==> src/sv/sfd_pkg.sv <==
`timescale 1ns / 1ps
// Shared types and constants for the sync-header frame deframer.
// No dependencies; imported by the top level and sfd_buf.
package sfd_pkg;

  localparam int unsigned FrameLen = 5;

  localparam logic [7:0] Sync0 = 8'hAA;
  localparam logic [7:0] Sync1 = 8'h55;
  localparam logic [7:0] TypeA = 8'h00;
  localparam logic [7:0] TypeB = 8'hFF;
  localparam logic [7:0] Tail  = 8'hFB;

  localparam logic [15:0] GapReset = 16'd100;

  localparam int unsigned AddrW = 3;
  localparam logic [0:0] RegGapLimit = 1'b0;

  typedef logic [2:0] cnt_t;

  typedef struct packed {
    logic       append;
    logic       restart;
    logic       shift;
    logic       clear;
    logic [7:0] rx_byte;
  } buf_cmd_t;

  typedef struct packed {
    cnt_t       count;
    logic       prefix_ok;
    logic [7:0] type_byte;
    logic [7:0] id_byte;
  } buf_stat_t;

endpackage

==> src/sv/sfd_in_if.sv <==
`timescale 1ns / 1ps
// Input channel: one received byte with its arrival timestamp.
// Standalone valid/ready interface.
interface sfd_in_if;
  logic        valid;
  logic        ready;
  logic [7:0]  rx_byte;
  logic [31:0] arrival_ms;

  modport source (output valid, output rx_byte, output arrival_ms, input ready);
  modport sink   (input valid, input rx_byte, input arrival_ms, output ready);
endinterface

==> src/sv/sfd_out_if.sv <==
`timescale 1ns / 1ps
// Result channel: type and id of a completed frame.
// Standalone valid/ready interface.
interface sfd_out_if;
  logic       valid;
  logic       ready;
  logic [7:0] frame_type;
  logic [7:0] frame_id;

  modport source (output valid, output frame_type, output frame_id, input ready);
  modport sink   (input valid, input frame_type, input frame_id, output ready);
endinterface

==> src/sv/sync_frame_deframer_with_gap_reset.sv <==
`timescale 1ns / 1ps
// Top level of the sync-header frame deframer with idle-gap reset.
// Depends on sfd_pkg, sfd_in_if, sfd_out_if and sfd_buf.
//
//   port     dir  handshake            payload
//   in_if    in   valid/ready          rx_byte[8], arrival_ms[32]
//   out_if   out  valid/ready          frame_type[8], frame_id[8]
//   apb      in   psel/penable/pwrite  paddr[3], pwdata/prdata[32] (gap_limit_ms)
//
// Each byte passes accept, gap test and append, then the shift-and-check sequencer,
// which drops one byte per step until the pending bytes form a valid prefix.
// in_if.ready is high only while the sequencer is idle.
// A completed frame waits in the output register; a new byte is taken meanwhile,
// and the sequencer holds only when a second frame completes before the first leaves.
// Synchronous active-low reset clears the buffer count and last arrival, and loads
// the gap limit with its default of 100 ms.
module sync_frame_deframer_with_gap_reset
  import sfd_pkg::*;
(
  input  logic             clk,
  input  logic             rst_n,
  sfd_in_if.sink           in_if,
  sfd_out_if.source        out_if,
  input  logic             psel,
  input  logic             penable,
  input  logic             pwrite,
  input  logic [AddrW-1:0] paddr,
  input  logic [31:0]      pwdata,
  output logic [31:0]      prdata,
  output logic             pready
);

  typedef enum logic [1:0] {
    ST_IDLE,
    ST_GAP,
    ST_CHECK
  } state_t;

  state_t      state_r, state_nxt;
  logic [15:0] gap_limit_r;
  logic [31:0] last_arrival_r, last_arrival_nxt;
  logic [31:0] arrival_r;
  logic [7:0]  byte_r;
  logic        out_valid_r, out_valid_nxt;
  logic [7:0]  out_type_r, out_type_nxt;
  logic [7:0]  out_id_r, out_id_nxt;
  logic [31:0] elapsed;
  buf_cmd_t    cmd;
  buf_stat_t   st;

  assign pready = 1'b1;
  assign prdata = (paddr[2] == RegGapLimit) ? {16'b0, gap_limit_r} : 32'b0;

  always_ff @(posedge clk) begin
    if (!rst_n) begin
      gap_limit_r <= GapReset;
    end else if (psel && penable && pwrite && pready && (paddr[2] == RegGapLimit)) begin
      gap_limit_r <= pwdata[15:0];
    end
  end

  sfd_buf u_buf (
    .clk  (clk),
    .rst_n(rst_n),
    .cmd  (cmd),
    .stat (st)
  );

  assign in_if.ready       = (state_r == ST_IDLE);
  assign out_if.valid      = out_valid_r;
  assign out_if.frame_type = out_type_r;
  assign out_if.frame_id   = out_id_r;

  assign elapsed = arrival_r - last_arrival_r;

  always_comb begin
    state_nxt        = state_r;
    last_arrival_nxt = last_arrival_r;
    out_valid_nxt    = out_valid_r && !out_if.ready;
    out_type_nxt     = out_type_r;
    out_id_nxt       = out_id_r;
    cmd              = '0;
    cmd.rx_byte      = byte_r;
    unique case (state_r)
      ST_IDLE: begin
        if (in_if.valid) begin
          state_nxt = ST_GAP;
        end
      end
      ST_GAP: begin
        cmd.append       = 1'b1;
        cmd.restart      = (elapsed > {16'b0, gap_limit_r});
        last_arrival_nxt = arrival_r;
        state_nxt        = ST_CHECK;
      end
      ST_CHECK: begin
        if (!st.prefix_ok) begin
          cmd.shift = 1'b1;
          if (st.count == cnt_t'(1)) begin
            state_nxt = ST_IDLE;
          end
        end else if (st.count == cnt_t'(FrameLen)) begin
          if (!out_valid_r || out_if.ready) begin
            out_valid_nxt = 1'b1;
            out_type_nxt  = st.type_byte;
            out_id_nxt    = st.id_byte;
            cmd.clear     = 1'b1;
            state_nxt     = ST_IDLE;
          end
        end else begin
          state_nxt = ST_IDLE;
        end
      end
      default: begin
        state_nxt = ST_IDLE;
      end
    endcase
  end

  always_ff @(posedge clk) begin
    if (!rst_n) begin
      state_r        <= ST_IDLE;
      last_arrival_r <= '0;
      out_valid_r    <= 1'b0;
    end else begin
      state_r        <= state_nxt;
      last_arrival_r <= last_arrival_nxt;
      out_valid_r    <= out_valid_nxt;
    end
    out_type_r <= out_type_nxt;
    out_id_r   <= out_id_nxt;
    if (in_if.valid && in_if.ready) begin
      byte_r    <= in_if.rx_byte;
      arrival_r <= in_if.arrival_ms;
    end
  end

  a_count_bound: assert property (@(posedge clk) disable iff (!rst_n)
    st.count <= cnt_t'(FrameLen))
    else $error("pending count above frame length");

  a_idle_partial: assert property (@(posedge clk) disable iff (!rst_n)
    (state_r == ST_IDLE) |-> (st.count < cnt_t'(FrameLen)))
    else $error("full buffer left pending while idle");

  a_emit_clears: assert property (@(posedge clk) disable iff (!rst_n)
    $rose(out_valid_r) |-> (st.count == cnt_t'(0)))
    else $error("buffer not cleared on frame emit");

  a_type_legal: assert property (@(posedge clk) disable iff (!rst_n)
    out_valid_r |-> ((out_type_r == TypeA) || (out_type_r == TypeB)))
    else $error("emitted frame type is not a legal type code");

  a_no_accept_busy: assert property (@(posedge clk) disable iff (!rst_n)
    (state_r == ST_CHECK) && !st.prefix_ok |=> !in_if.ready || (st.count == cnt_t'(0)))
    else $error("input accepted with a non-empty invalid prefix");

endmodule

==> src/sv/sfd_buf.sv <==
`timescale 1ns / 1ps
// Pending byte buffer with one-position shift unit and frame prefix check.
// Depends on sfd_pkg.
module sfd_buf
  import sfd_pkg::*;
(
  input  logic      clk,
  input  logic      rst_n,
  input  buf_cmd_t  cmd,
  output buf_stat_t stat
);

  logic [7:0] bytes_r [FrameLen];
  cnt_t       count_r;
  cnt_t       base;

  always_comb begin
    if (cmd.restart || (count_r >= cnt_t'(FrameLen))) begin
      base = '0;
    end else begin
      base = count_r;
    end
  end

  always_ff @(posedge clk) begin
    if (!rst_n) begin
      count_r <= '0;
    end else if (cmd.clear) begin
      count_r <= '0;
    end else if (cmd.append) begin
      count_r <= base + cnt_t'(1);
    end else if (cmd.shift) begin
      count_r <= count_r - cnt_t'(1);
    end
  end

  always_ff @(posedge clk) begin
    if (cmd.append) begin
      bytes_r[base] <= cmd.rx_byte;
    end else if (cmd.shift) begin
      for (int i = 0; i < FrameLen - 1; i++) begin
        bytes_r[i] <= bytes_r[i + 1];
      end
      bytes_r[FrameLen - 1] <= '0;
    end
  end

  always_comb begin
    stat.count     = count_r;
    stat.type_byte = bytes_r[2];
    stat.id_byte   = bytes_r[3];
    stat.prefix_ok = 1'b1;
    if ((count_r >= cnt_t'(1)) && (bytes_r[0] != Sync0)) begin
      stat.prefix_ok = 1'b0;
    end
    if ((count_r >= cnt_t'(2)) && (bytes_r[1] != Sync1)) begin
      stat.prefix_ok = 1'b0;
    end
    if ((count_r >= cnt_t'(3)) && (bytes_r[2] != TypeA) && (bytes_r[2] != TypeB)) begin
      stat.prefix_ok = 1'b0;
    end
    if ((count_r >= cnt_t'(5)) && (bytes_r[4] != Tail)) begin
      stat.prefix_ok = 1'b0;
    end
  end

endmodule
==> src/flat_wrapper.sv <==
// flat-port wrapper written by rule: the top's interface ports become plain ports
module sync_frame_deframer_with_gap_reset_flat import sfd_pkg::*;
  (clk, rst_n, psel, penable, pwrite, paddr, pwdata, prdata, pready, in_if_valid, in_if_rx_byte, in_if_arrival_ms, in_if_ready, out_if_valid, out_if_frame_type, out_if_frame_id, out_if_ready);
  sfd_in_if in_if_i ();
  sfd_out_if out_if_i ();
  input  logic clk;
  input  logic rst_n;
  input  logic psel;
  input  logic penable;
  input  logic pwrite;
  input  logic [AddrW-1:0] paddr;
  input  logic [31:0] pwdata;
  output logic [31:0] prdata;
  output logic pready;
  input wire logic [$bits(in_if_i.valid)-1:0] in_if_valid;
  input wire logic [$bits(in_if_i.rx_byte)-1:0] in_if_rx_byte;
  input wire logic [$bits(in_if_i.arrival_ms)-1:0] in_if_arrival_ms;
  output wire logic [$bits(in_if_i.ready)-1:0] in_if_ready;
  output wire logic [$bits(out_if_i.valid)-1:0] out_if_valid;
  output wire logic [$bits(out_if_i.frame_type)-1:0] out_if_frame_type;
  output wire logic [$bits(out_if_i.frame_id)-1:0] out_if_frame_id;
  input wire logic [$bits(out_if_i.ready)-1:0] out_if_ready;
  assign in_if_i.valid = in_if_valid;
  assign in_if_i.rx_byte = in_if_rx_byte;
  assign in_if_i.arrival_ms = in_if_arrival_ms;
  assign in_if_ready = in_if_i.ready;
  assign out_if_valid = out_if_i.valid;
  assign out_if_frame_type = out_if_i.frame_type;
  assign out_if_frame_id = out_if_i.frame_id;
  assign out_if_i.ready = out_if_ready;
  sync_frame_deframer_with_gap_reset u_core (.clk(clk), .rst_n(rst_n), .in_if(in_if_i), .out_if(out_if_i), .psel(psel), .penable(penable), .pwrite(pwrite), .paddr(paddr), .pwdata(pwdata), .prdata(prdata), .pready(pready));
endmodule
==> config.mk <==
export PLATFORM = sky130hd
export DESIGN_NAME = sync_frame_deframer_with_gap_reset_flat
export DESIGN_NICKNAME = d
export VERILOG_FILES = /design/src/sv/sfd_pkg.sv /design/src/sv/sfd_in_if.sv /design/src/sv/sfd_out_if.sv /design/src/sv/sync_frame_deframer_with_gap_reset.sv /design/src/sv/sfd_buf.sv /design/src/flat_wrapper.sv
export SDC_FILE = /design/constraint.sdc
export NUM_CORES = 1
export LEC_CHECK = 0
export BUFFER_PORTS_ARGS = -buffer_cell sky130_fd_sc_hd__buf_2
export CORE_ASPECT_RATIO = 0.7
export CORE_MARGIN = 3
export CORE_UTILIZATION = 50
export CTS_CLUSTER_DIAMETER = 120
export DETAILED_ROUTE_END_ITERATION = 8
export PLACE_DENSITY_LB_ADDON = 0.12
export SYNTH_ARGS = -nofsm -noshare
export SYNTH_HDL_FRONTEND = slang
export SYNTH_HIERARCHICAL = 1
export SYNTH_SLANG_ARGS = --single-unit
==> constraint.sdc <==
create_clock -name clk -period 8.5 [get_ports clk]
set_input_delay 1.7 -clock clk [delete_from_list [all_inputs] [get_ports clk]]
set_output_delay 1.7 -clock clk [all_outputs]
set_load 0.01 [all_outputs]
Word-level counts from Yosys, hierarchy flattened. Memories as Yosys holds them, arrays and structs flattened. Cells that the tools add are included.

Flip-flop bits (word level): 110. Output and inout bits: 51. Memories kept: 1. Input port bits: 82. Bits in writable memories: 40. Logic and storage cells: 84.

Memory list: u_core.u_buf.bytes_r (words 5, width 8, read ports 5, clocked after Yosys merged registers in 0, wr ports 5, line sfd_buf.sv:13) `logic [7:0] bytes_r [FrameLen];`.

Order comparisons: 5. Reduce and logical (&&, ||, !) cells: 21. $add $sub $neg: 3. Equality and inequality tests: 11. Bitwise gates (word level): 2. Mux-type cells: 32.

Operators by type and width (count): 32-bit by 16-bit > comparator with 1-bit output (1); 32-bit subtractor (1); 8-bit != test (second input constant) (3); 1-bit 2-to-1 mux (18); 16-bit 2-to-1 mux (1); 2-bit 2-to-1 mux (7); 3-bit 2-to-1 mux (4); 1-bit logical AND (10); 8-bit 2-to-1 mux (1); 8-bit by 7-bit != test with 1-bit output (second input constant) (1); 8-bit nonzero test (1); 8-bit OR reduction (1); 3-bit by 2-bit >= comparator with 1-bit output (second input constant) (2); 2-bit one-hot mux with 3 select lines (1); 4-bit != test (second input constant) (1); 4-bit AND reduction (1); 3-bit by 1-bit adder with 3-bit output (second input constant) (1); 3-bit by 1-bit == test with 1-bit output (second input constant) (1); 3-bit == test (second input constant) (1); 3-bit by 1-bit >= comparator with 1-bit output (second input constant) (1); 3-bit >= comparator (second input constant) (1); 3-bit by 1-bit != test with 1-bit output (second input constant) (1); 3-bit AND reduction (1); 3-bit by 1-bit subtractor with 3-bit output (second input constant) (1); 9 further kinds (12).

Depth between registers and ports, before layout. Gate-level depths: netlist of the first run. An unclocked memory read counts as a cell.

Depth in word-level cells: 14. Mapped depth: 22. Gate-level depth less buffers: 22.

Hierarchy. Netlist of the first run, hierarchy kept.

By module, submodules not included: sync_frame_deframer_with_gap_reset (seq. area each 2702.6 µm², area an instance 6199.7 µm², instances 1, cells each 678); sfd_buf (seq. area each 1181.1 µm², area an instance 2093.3 µm², instances 1, cells each 172).

Least setup slack after synthesis of the first run. Ideal clock, no wire load.

Path type: flip-flop to flip-flop. Start point: register u_core.arrival_r[0]. End point: memory u_core.u_buf.bytes_r[1][0], enable pin. Path slack: 3.824 ns. Data required time: 8.113 ns. Buffers on the path: 0. Period minus slack after synthesis: 4.676 ns. Cell stages (with the launch flop): 18. Setup time: 0.387 ns. Arrival: 4.290 ns. Cells stage by stage: edfxtp_1 > inv_1 > ha_1 > fa_1 > nand2b_1 > a21oi_2 > and2b_2 > o21ai_0 > xor2_1 > ha_1 > nand4_1 > or4_1 > a32oi_1 > nand4_1 > nor4_2 > a41oi_1 > nand2b_2 > o31ai_1.

RTL lines: start: declaration (line sync_frame_deframer_with_gap_reset.sv:42) `logic [31:0] arrival_r;`; start signal: assignment (line sync_frame_deframer_with_gap_reset.sv:134) `arrival_r <= in_if.arrival_ms;`; end: declaration (line sfd_buf.sv:13).

==> run_results.csv, run 1 <==
group,metric,value,unit
cts,cts_buffers,17,
yosys,syn_inst,850,
cts,clkLatencyLatePin,0.43,ns
placed_design,dpl.hpwl,14300,um
yosys,syn-mean-instance-area,9.76,um2
drt,dr.max_layer_used,"met4",
global_routing,grt_pass1_vias,6127,
yosys,synthTopCellsByArea,"edfxtp_1 32%, dfxtp_1 15%, ha_1 7.7%, nand2_1 5.8%, a21boi_0 4.1%",
yosys,synth_most_common_cell,"nand2_1",
sta,hold_viol_final,0,
drt,wl_met1,9670,um
cts,postCtsHoldBufs,0,
power_and_ir_drop,peakVddDrop,0.140,mV
sta,finalCritPeriodShare,0.644,
power_and_ir_drop,power_leakage,0.00370,uW
floorplanning,die_x,160,um
sta,rsz0062_at_grt,"false",
floorplanning,die_h,114,um
cts,htreeDepth,4,
yosys,yosysTopAreaCell,"edfxtp_1",
drt,drc_errors,0,
hold_path,hold_class,"flop to flop",
yosys,synth_top_area_share,0.319,
yosys,ys_seq_elements,150,
cts,clockBufferDepth,2,
global_routing,overflow,0,
sta,layout_min_cycle_time,5.48,ns
drt,drt_first_pass_iters,5,
final_layout,diodes,0,
drt,ant_nets,0,
worst_setup_path,worstPathArrival,5.53,ns
worst_setup_path,path_class,"flop to flop",
cts,cts_setup_buffers,0,
final_layout,fin_util,0.590,
yosys,ys_seq_area_frac,0.468,
floorplanning,rows,38,
power_and_ir_drop,power_density,322,mW/mm2
worst_setup_path,cp-startpoint,"u_core/arrival_r[0]",
sta,tightest_slew,1.33,ns
final_layout,area_delta_synth_final,12.9,%
floorplanning,die-area,0.0182,mm2
cts,cts.sinks,150,
cts,cts_resized,0,
drt,wirelength,19500,um
worst_setup_path,critPathCaptureType,"flop",
yosys,syn_area,0.00829,mm2
sta,setup_viol,0,
worst_setup_path,r2r_slack,3.02,ns
drt,dr_total_vias,6377,
global_routing,antenna_found_initial,0,
worst_setup_path,r2r_start,"u_core/arrival_r[0]",
cts,cts_root_buf,"clkbuf_16",
drt,wl_met2,8070,um
yosys,ys.flop_type,"edfxtp_1",
sta,finClkSkew,0.0159,ns
cts,clk_pin_slew_worst_paths,0.06,ns
worst_setup_path,worstPathRequired,8.55,ns
floorplanning,pin_count,133,
final_layout,drive_above_1_share,0.180,
final_layout,finish.net_count,1062,
yosys,yosys_warnings,6,
sta,fmax,183,MHz
run,cap_violations,0,
yosys,ys_types,77,
global_routing,grt_pass1_wl,31700,um
drt,wl_met3,1550,um
yosys,synthArstFlopShare,0,
placed_design,gp_congestion,0.892,
worst_setup_path,startpoint_type,"flop",
drt,post_drt_wl_per_cell,16.8,um
placed_design,portBuffers,97,
cts,cts_tree,"built",
sta,finalMaxSlewViolations,0,
worst_setup_path,critPathMaxFanout,11,
outcome,status,"finished clean",
yosys,synth_common_cells,"129 x nand2_1, 88 x edfxtp_1, 62 x dfxtp_1",
sta,tns,0,ns
floorplanning,start_util,0.522,
global_routing,grt_usage,0.218,
global_routing,grt_max_degree,53,
drt,avgViaCountPerCell,5.49,
yosys,synth_edf_count,88,
sta,maxSlewHeadroom,0.111,
hold_path,min_from,"u_core/u_buf/bytes_r[3][7]",
floorplanning,fp.coreArea,0.0159,mm2
drt,drtIter0Drc,522,
## registers in the layout (all words and copies together) (netlist names)
signal and flops:
u_core/out_if.frame_type 8, u_core/arrival_r 32, u_core/byte_r 8, u_core/u_buf/count_r 3, u_core/state_r 2, u_core/out_if.frame_id 8
u_core/last_arrival_r 32, u_core/gap_limit_r 16, u_core/out_if.valid 1, u_core/u_buf/bytes_r 40
## layout by cell type (no fill, tap or decap), types with 3 or more instances in the layout
master     netlist  final
clkinv_2         0      4
inv_1           55     55
o21a_1           5      5
a21boi_0        45     45
o31ai_1          6      5
o21bai_1         4      4
a211oi_1         6      6
o21ai_0         17     17
ha_1            51     51
buf_2           12     97
xnor2_1         11     11
nor4_1           6      5
conb_1           2     17
nor4_2           2      3
nor3_1           8      8
nand4_1         14     14
nand2b_1        10     10
dfxtp_1         62     62
a21oi_1         51     51
nor2_1          54     54
clkbuf_16        0     17
a21oi_2          7      7
clkbuf_1        18      3
edfxtp_1        88     88
and2_2           5      6
nand2_1        129    129
o21ai_1          5      5
and2_1           6      5
nand3_1         15     15
buf_4           18      3
nor2b_1          6      6
a21o_1          44     44
xor2_1          15     15
o211ai_1         9      9
## worst max-delay path: stages (launching register included)
cell	delay (ns)
edfxtp_1	0.38
inv_1	0.09
ha_1	0.23
fa_1	0.42
nand2b_1	0.20
a21oi_2	0.19
and2b_2	0.25
o21ai_0	0.22
xor2_1	0.11
ha_1	0.28
nand4_1	0.11
or4_1	0.55
a32oi_1	0.26
nand4_1	0.17
nor4_2	0.29
a41oi_1	0.17
and2b_2	0.40
nand2_2	0.10
o31ai_2	0.69
## path summary, 6_finish.rpt
check | to | cells past startpoint
worst max register to register | u_core/u_buf/bytes_r[2][3] | 18
worst max-delay path | u_core/u_buf/bytes_r[2][3] | 18
worst min-delay path | u_core/out_if.frame_id[7] | 0
worst min register to register | u_core/out_if.frame_id[7] | 0
## metrics by stage
stage / setup WS [ns] / hold slack [ns] / instances / total power [uW] / area, um2
2_1_floorplan: 3.82 / 0.427 / 865 / 2010 / 8350
3_3_place_gp: 3.05 / 0.446 / 1129 / 2240 / 8810
3_5_place_dp: 2.96 / 0.444 / 1129 / 2290 / 8810
4_1_cts: 2.85 / 0.459 / 1161 / 3010 / 9360
5_1_grt: 2.73 / 0.481 / 1161 / 3220 / 9360
6_report: 3.02 / 0.461 / 1161 / 3010 / 9360
## routing by layer
metal | GRT usage | vias up
li1 | - | 3137
met1 | 0.320 | 2990
met2 | 0.324 | 237
met3 | 0.0541 | 13
met4 | 0.0555 | 0
met5 | 0 | -
## where the power goes
group          internal, uW  switching (uW)
clock                   411             299
combinational           471             748
sequential              972             112
total                  1850            1160
## area by class of cell
type,instances,area [um2]
fillers,1405,6520
multi-input cells,604,3940
flip-flops and latches,150,3880
repair buffers,100,508
clock buffers,21,450
well taps,220,275
inverters,55,206
clock inverters,11,100
## logic make-up (layout without fill, tap and decap cells)
group | after synthesis | after routing | share of synthesized area
multiplexers | 2 | 2 | 0.00272
XOR/XNOR | 26 | 26 | 0.0275
AO/OA/AOI/OAI | 228 | 228 | 0.194
other | 2 | 17 | 0.000906
adder cells (fa/ha/maj) | 52 | 52 | 0.0794
flip-flops | 150 | 150 | 0.468
AND/OR/NAND/NOR | 279 | 279 | 0.162
buffers and inverters | 111 | 187 | 0.0649
Power figures use the tool's default switching activity.
==> inputs of run 2 (changes only) <==
Settings changed: ABC_AREA set to 1.
Clock period 8.5 ns to 5 ns, I/O delays scaled along.
==> run_results.csv, run 2 <==
group,metric,value,unit
sta,rsz0062_at_grt,"false",
yosys,ys_seq_elements,150,
sta,finalCritPeriodShare,0.870,
global_routing,overflow,0,
floorplanning,start_util,0.525,
yosys,synth_top_area_share,0.300,
sta,fmax,230,MHz
cts,cts_setup_buffers,0,
final_layout,drive_above_1_share,0.141,
worst_setup_path,path_class,"flop to flop",
cts,cts_buffers,17,
final_layout,largest_reg_flops,40,
power_and_ir_drop,peakVddDrop,0.227,mV
yosys,yosys_warnings,6,
cts,clkLatencyLatePin,0.43,ns
yosys,syn-mean-instance-area,7.58,um2
sta,maxSlewHeadroom,0.421,
final_layout,top_register,"u_core/u_buf/bytes_r",
hold_path,min_from,"u_core/u_buf/bytes_r[3][1]",
global_routing,antenna_found_initial,0,
worst_setup_path,worstPathArrival,4.41,ns
sta,tns,0,ns
cts,clk_pin_slew_worst_paths,0.07,ns
cts,htreeDepth,4,
drt,drtIter0Drc,688,
global_routing,grt_usage,0.220,
floorplanning,die_x,165,um
yosys,synth_edf_count,88,
power_and_ir_drop,power_density,358,mW/mm2
sta,finalWorstSetupSlack,0.652,ns
sta,setup_viol,0,
cts,cts.sinks,150,
floorplanning,fp.coreArea,0.0168,mm2
worst_setup_path,r2r_slack,0.65,ns
sta,layout_min_cycle_time,4.35,ns
final_layout,area_delta_synth_final,13.7,%
drt,drt_first_pass_iters,5,
cts,cts_tree,"built",
floorplanning,pin_count,133,
yosys,yosysTopAreaCell,"edfxtp_1",
drt,wirelength,20600,um
final_layout,reg_top3,"u_core/u_buf/bytes_r x40, u_core/arrival_r x32, u_core/last_arrival_r x32",
floorplanning,rows,39,
cts,clockBufferDepth,2,
hold_path,hold_depth,0,
placed_design,portBuffers,97,
sta,hold_viol_final,0,
global_routing,grt_max_degree,61,
global_routing,grt_pass1_vias,6355,
worst_setup_path,critPathMaxFanout,8,
outcome,status,"finished clean",
yosys,syn_inst,1162,
worst_setup_path,r2r_start,"u_core/arrival_r[0]",
sta,holdWs,0.455,ns
worst_setup_path,worstPathRequired,5.06,ns
cts,cts_resized,0,
cts,cts_root_buf,"clkbuf_16",
drt,post_drt_wl_per_cell,13.8,um
yosys,synthArstFlopShare,0,
placed_design,gp_congestion,0.930,
drt,ant_nets,0,
drt,avgViaCountPerCell,4.94,
sta,finalMaxSlewViolations,0,
yosys,syn_area,0.00880,mm2
floorplanning,die_h,117,um
global_routing,grt_pass1_wl,32900,um
yosys,ys_types,44,
cts,postCtsHoldBufs,0,
yosys,ys_seq_area_frac,0.441,
drt,drc_errors,0,
sta,tightest_slew,0.866,ns
yosys,synthTopCellsByArea,"edfxtp_1 30%, dfxtp_1 14%, nand2_1 14%, inv_1 8.6%, ha_1 7.2%",
final_layout,mostFrequentLayoutCell,"nand2_1",
final_layout,final_cell_mix,"327 x nand2_1, 201 x inv_1, 97 x buf_2",
hold_path,hold_class,"flop to flop",
yosys,ys.flop_type,"edfxtp_1",
worst_setup_path,r2r-end,"u_core/u_buf/bytes_r[2][1]",
worst_setup_path,critPathCaptureType,"flop",
run,cap_violations,0,
worst_setup_path,startpoint_type,"flop",
placed_design,pre_cts_slack,0.696,ns
drt,dr_total_vias,7388,
power_and_ir_drop,power_leakage,0.00492,uW
final_layout,diodes,0,
placed_design,dpl.hpwl,15700,um
hold_path,holdPathEnd,"u_core/out_if.frame_id[1]",
worst_setup_path,rr_worst_depth,24,
floorplanning,die-area,0.0193,mm2
sta,finClkSkew,0.0102,ns
yosys,synth_most_common_cell,"nand2_1",
yosys,synth_common_cells,"327 x nand2_1, 201 x inv_1, 98 x nor2_1",
final_layout,finish.net_count,1391,
## run 2: cell types whose count changed after synthesis, moves of 22 or more
cell | before | now
nand3_1 | 15 | 64
a21boi_0 | 45 | 0
a21o_1 | 44 | 2
a21oi_1 | 51 | 73
nand2_1 | 129 | 327
nor2_1 | 54 | 98
inv_1 | 55 | 201
o21ai_0 | 17 | 55
## run 2: metrics by stage
step,power [uW],cell area (um2),cells,utilization
final,3590,10000,1495,0.596
after global routing,3800,10000,1495,0.596
after CTS,3610,10000,1495,0.596
after global placement,2350,9440,1463,0.562
after detailed placement,2370,9440,1463,0.562
after floorplan,2150,8860,1177,-
## run 2: cell type report
cell class / instances / area [um2]
Multi-Input combinational cell: 771 / 3940
Timing Repair Buffer: 103 / 531
Fill cell: 1585 / 6780
Sequential cell: 150 / 3880
Clock inverter: 15 / 141
Tap cell: 225 / 282
Inverter: 214 / 803
Clock buffer: 17 / 425
## run 2: how the worst max path moves through the flow
stage,from,to,slack (ns),cells after the start
after floorplan,u_core/arrival_r[0],u_core/u_buf/bytes_r[2][0],1.34,22
after global placement,u_core/arrival_r[0],u_core/u_buf/bytes_r[2][5],0.73,24
after detailed placement,u_core/arrival_r[0],u_core/u_buf/bytes_r[2][6],0.70,24
after CTS,u_core/arrival_r[0],u_core/u_buf/bytes_r[2][6],0.68,24
after global routing,u_core/arrival_r[0],u_core/u_buf/bytes_r[2][1],0.34,22
final,u_core/arrival_r[0],u_core/u_buf/bytes_r[2][1],0.65,24
## run 2: logic make-up after synthesis
| kind of cell | share of synthesized area |
|---|---|
| fa+ha+maj | 0.0747 |
| buf+inv | 0.119 |
| xor+xnor | 0.0149 |
| flops | 0.441 |
| simple gates | 0.264 |
| compound gates | 0.0860 |
| other cells | 0.000853 |
## run 2: where the power goes
group / switching (uW) / internal [uW] / leakage, uW
sequential: 61.7 / 1430 / 0.00133
clock: 574 / 656 / 0.000271
combinational: 563 / 299 / 0.00332
total: 1200 / 2390 / 0.00492
## run 2: metal layers
layer | routed length [um] | up-vias | global-route usage
met5 | 0 | - | 0
met2 | 7820 | 254 | 0.295
met1 | 10900 | 3279 | 0.359
li1 | - | 3835 | -
met3 | 1610 | 20 | 0.0380
met4 | 254 | 0 | 0.0570
## run 2: worst max-delay path, cell delays in order (launching register included)
cell      delay (ns)
edfxtp_1        0.32
inv_1           0.05
ha_1            0.20
fa_1            0.42
inv_1           0.13
nand3_1         0.08
nand3_1         0.16
nand3_1         0.10
nand3_1         0.20
xor2_1          0.13
ha_1            0.29
nand2_1         0.06
nor4_1          0.34
nand2_1         0.10
nand2_1         0.07
nand2_1         0.07
nand3_1         0.09
nor2_1          0.05
nand2_1         0.06
nor2_2          0.04
a21oi_2         0.14
inv_1           0.10
nand3_1         0.13
nand2_1         0.11
o21ai_1         0.54
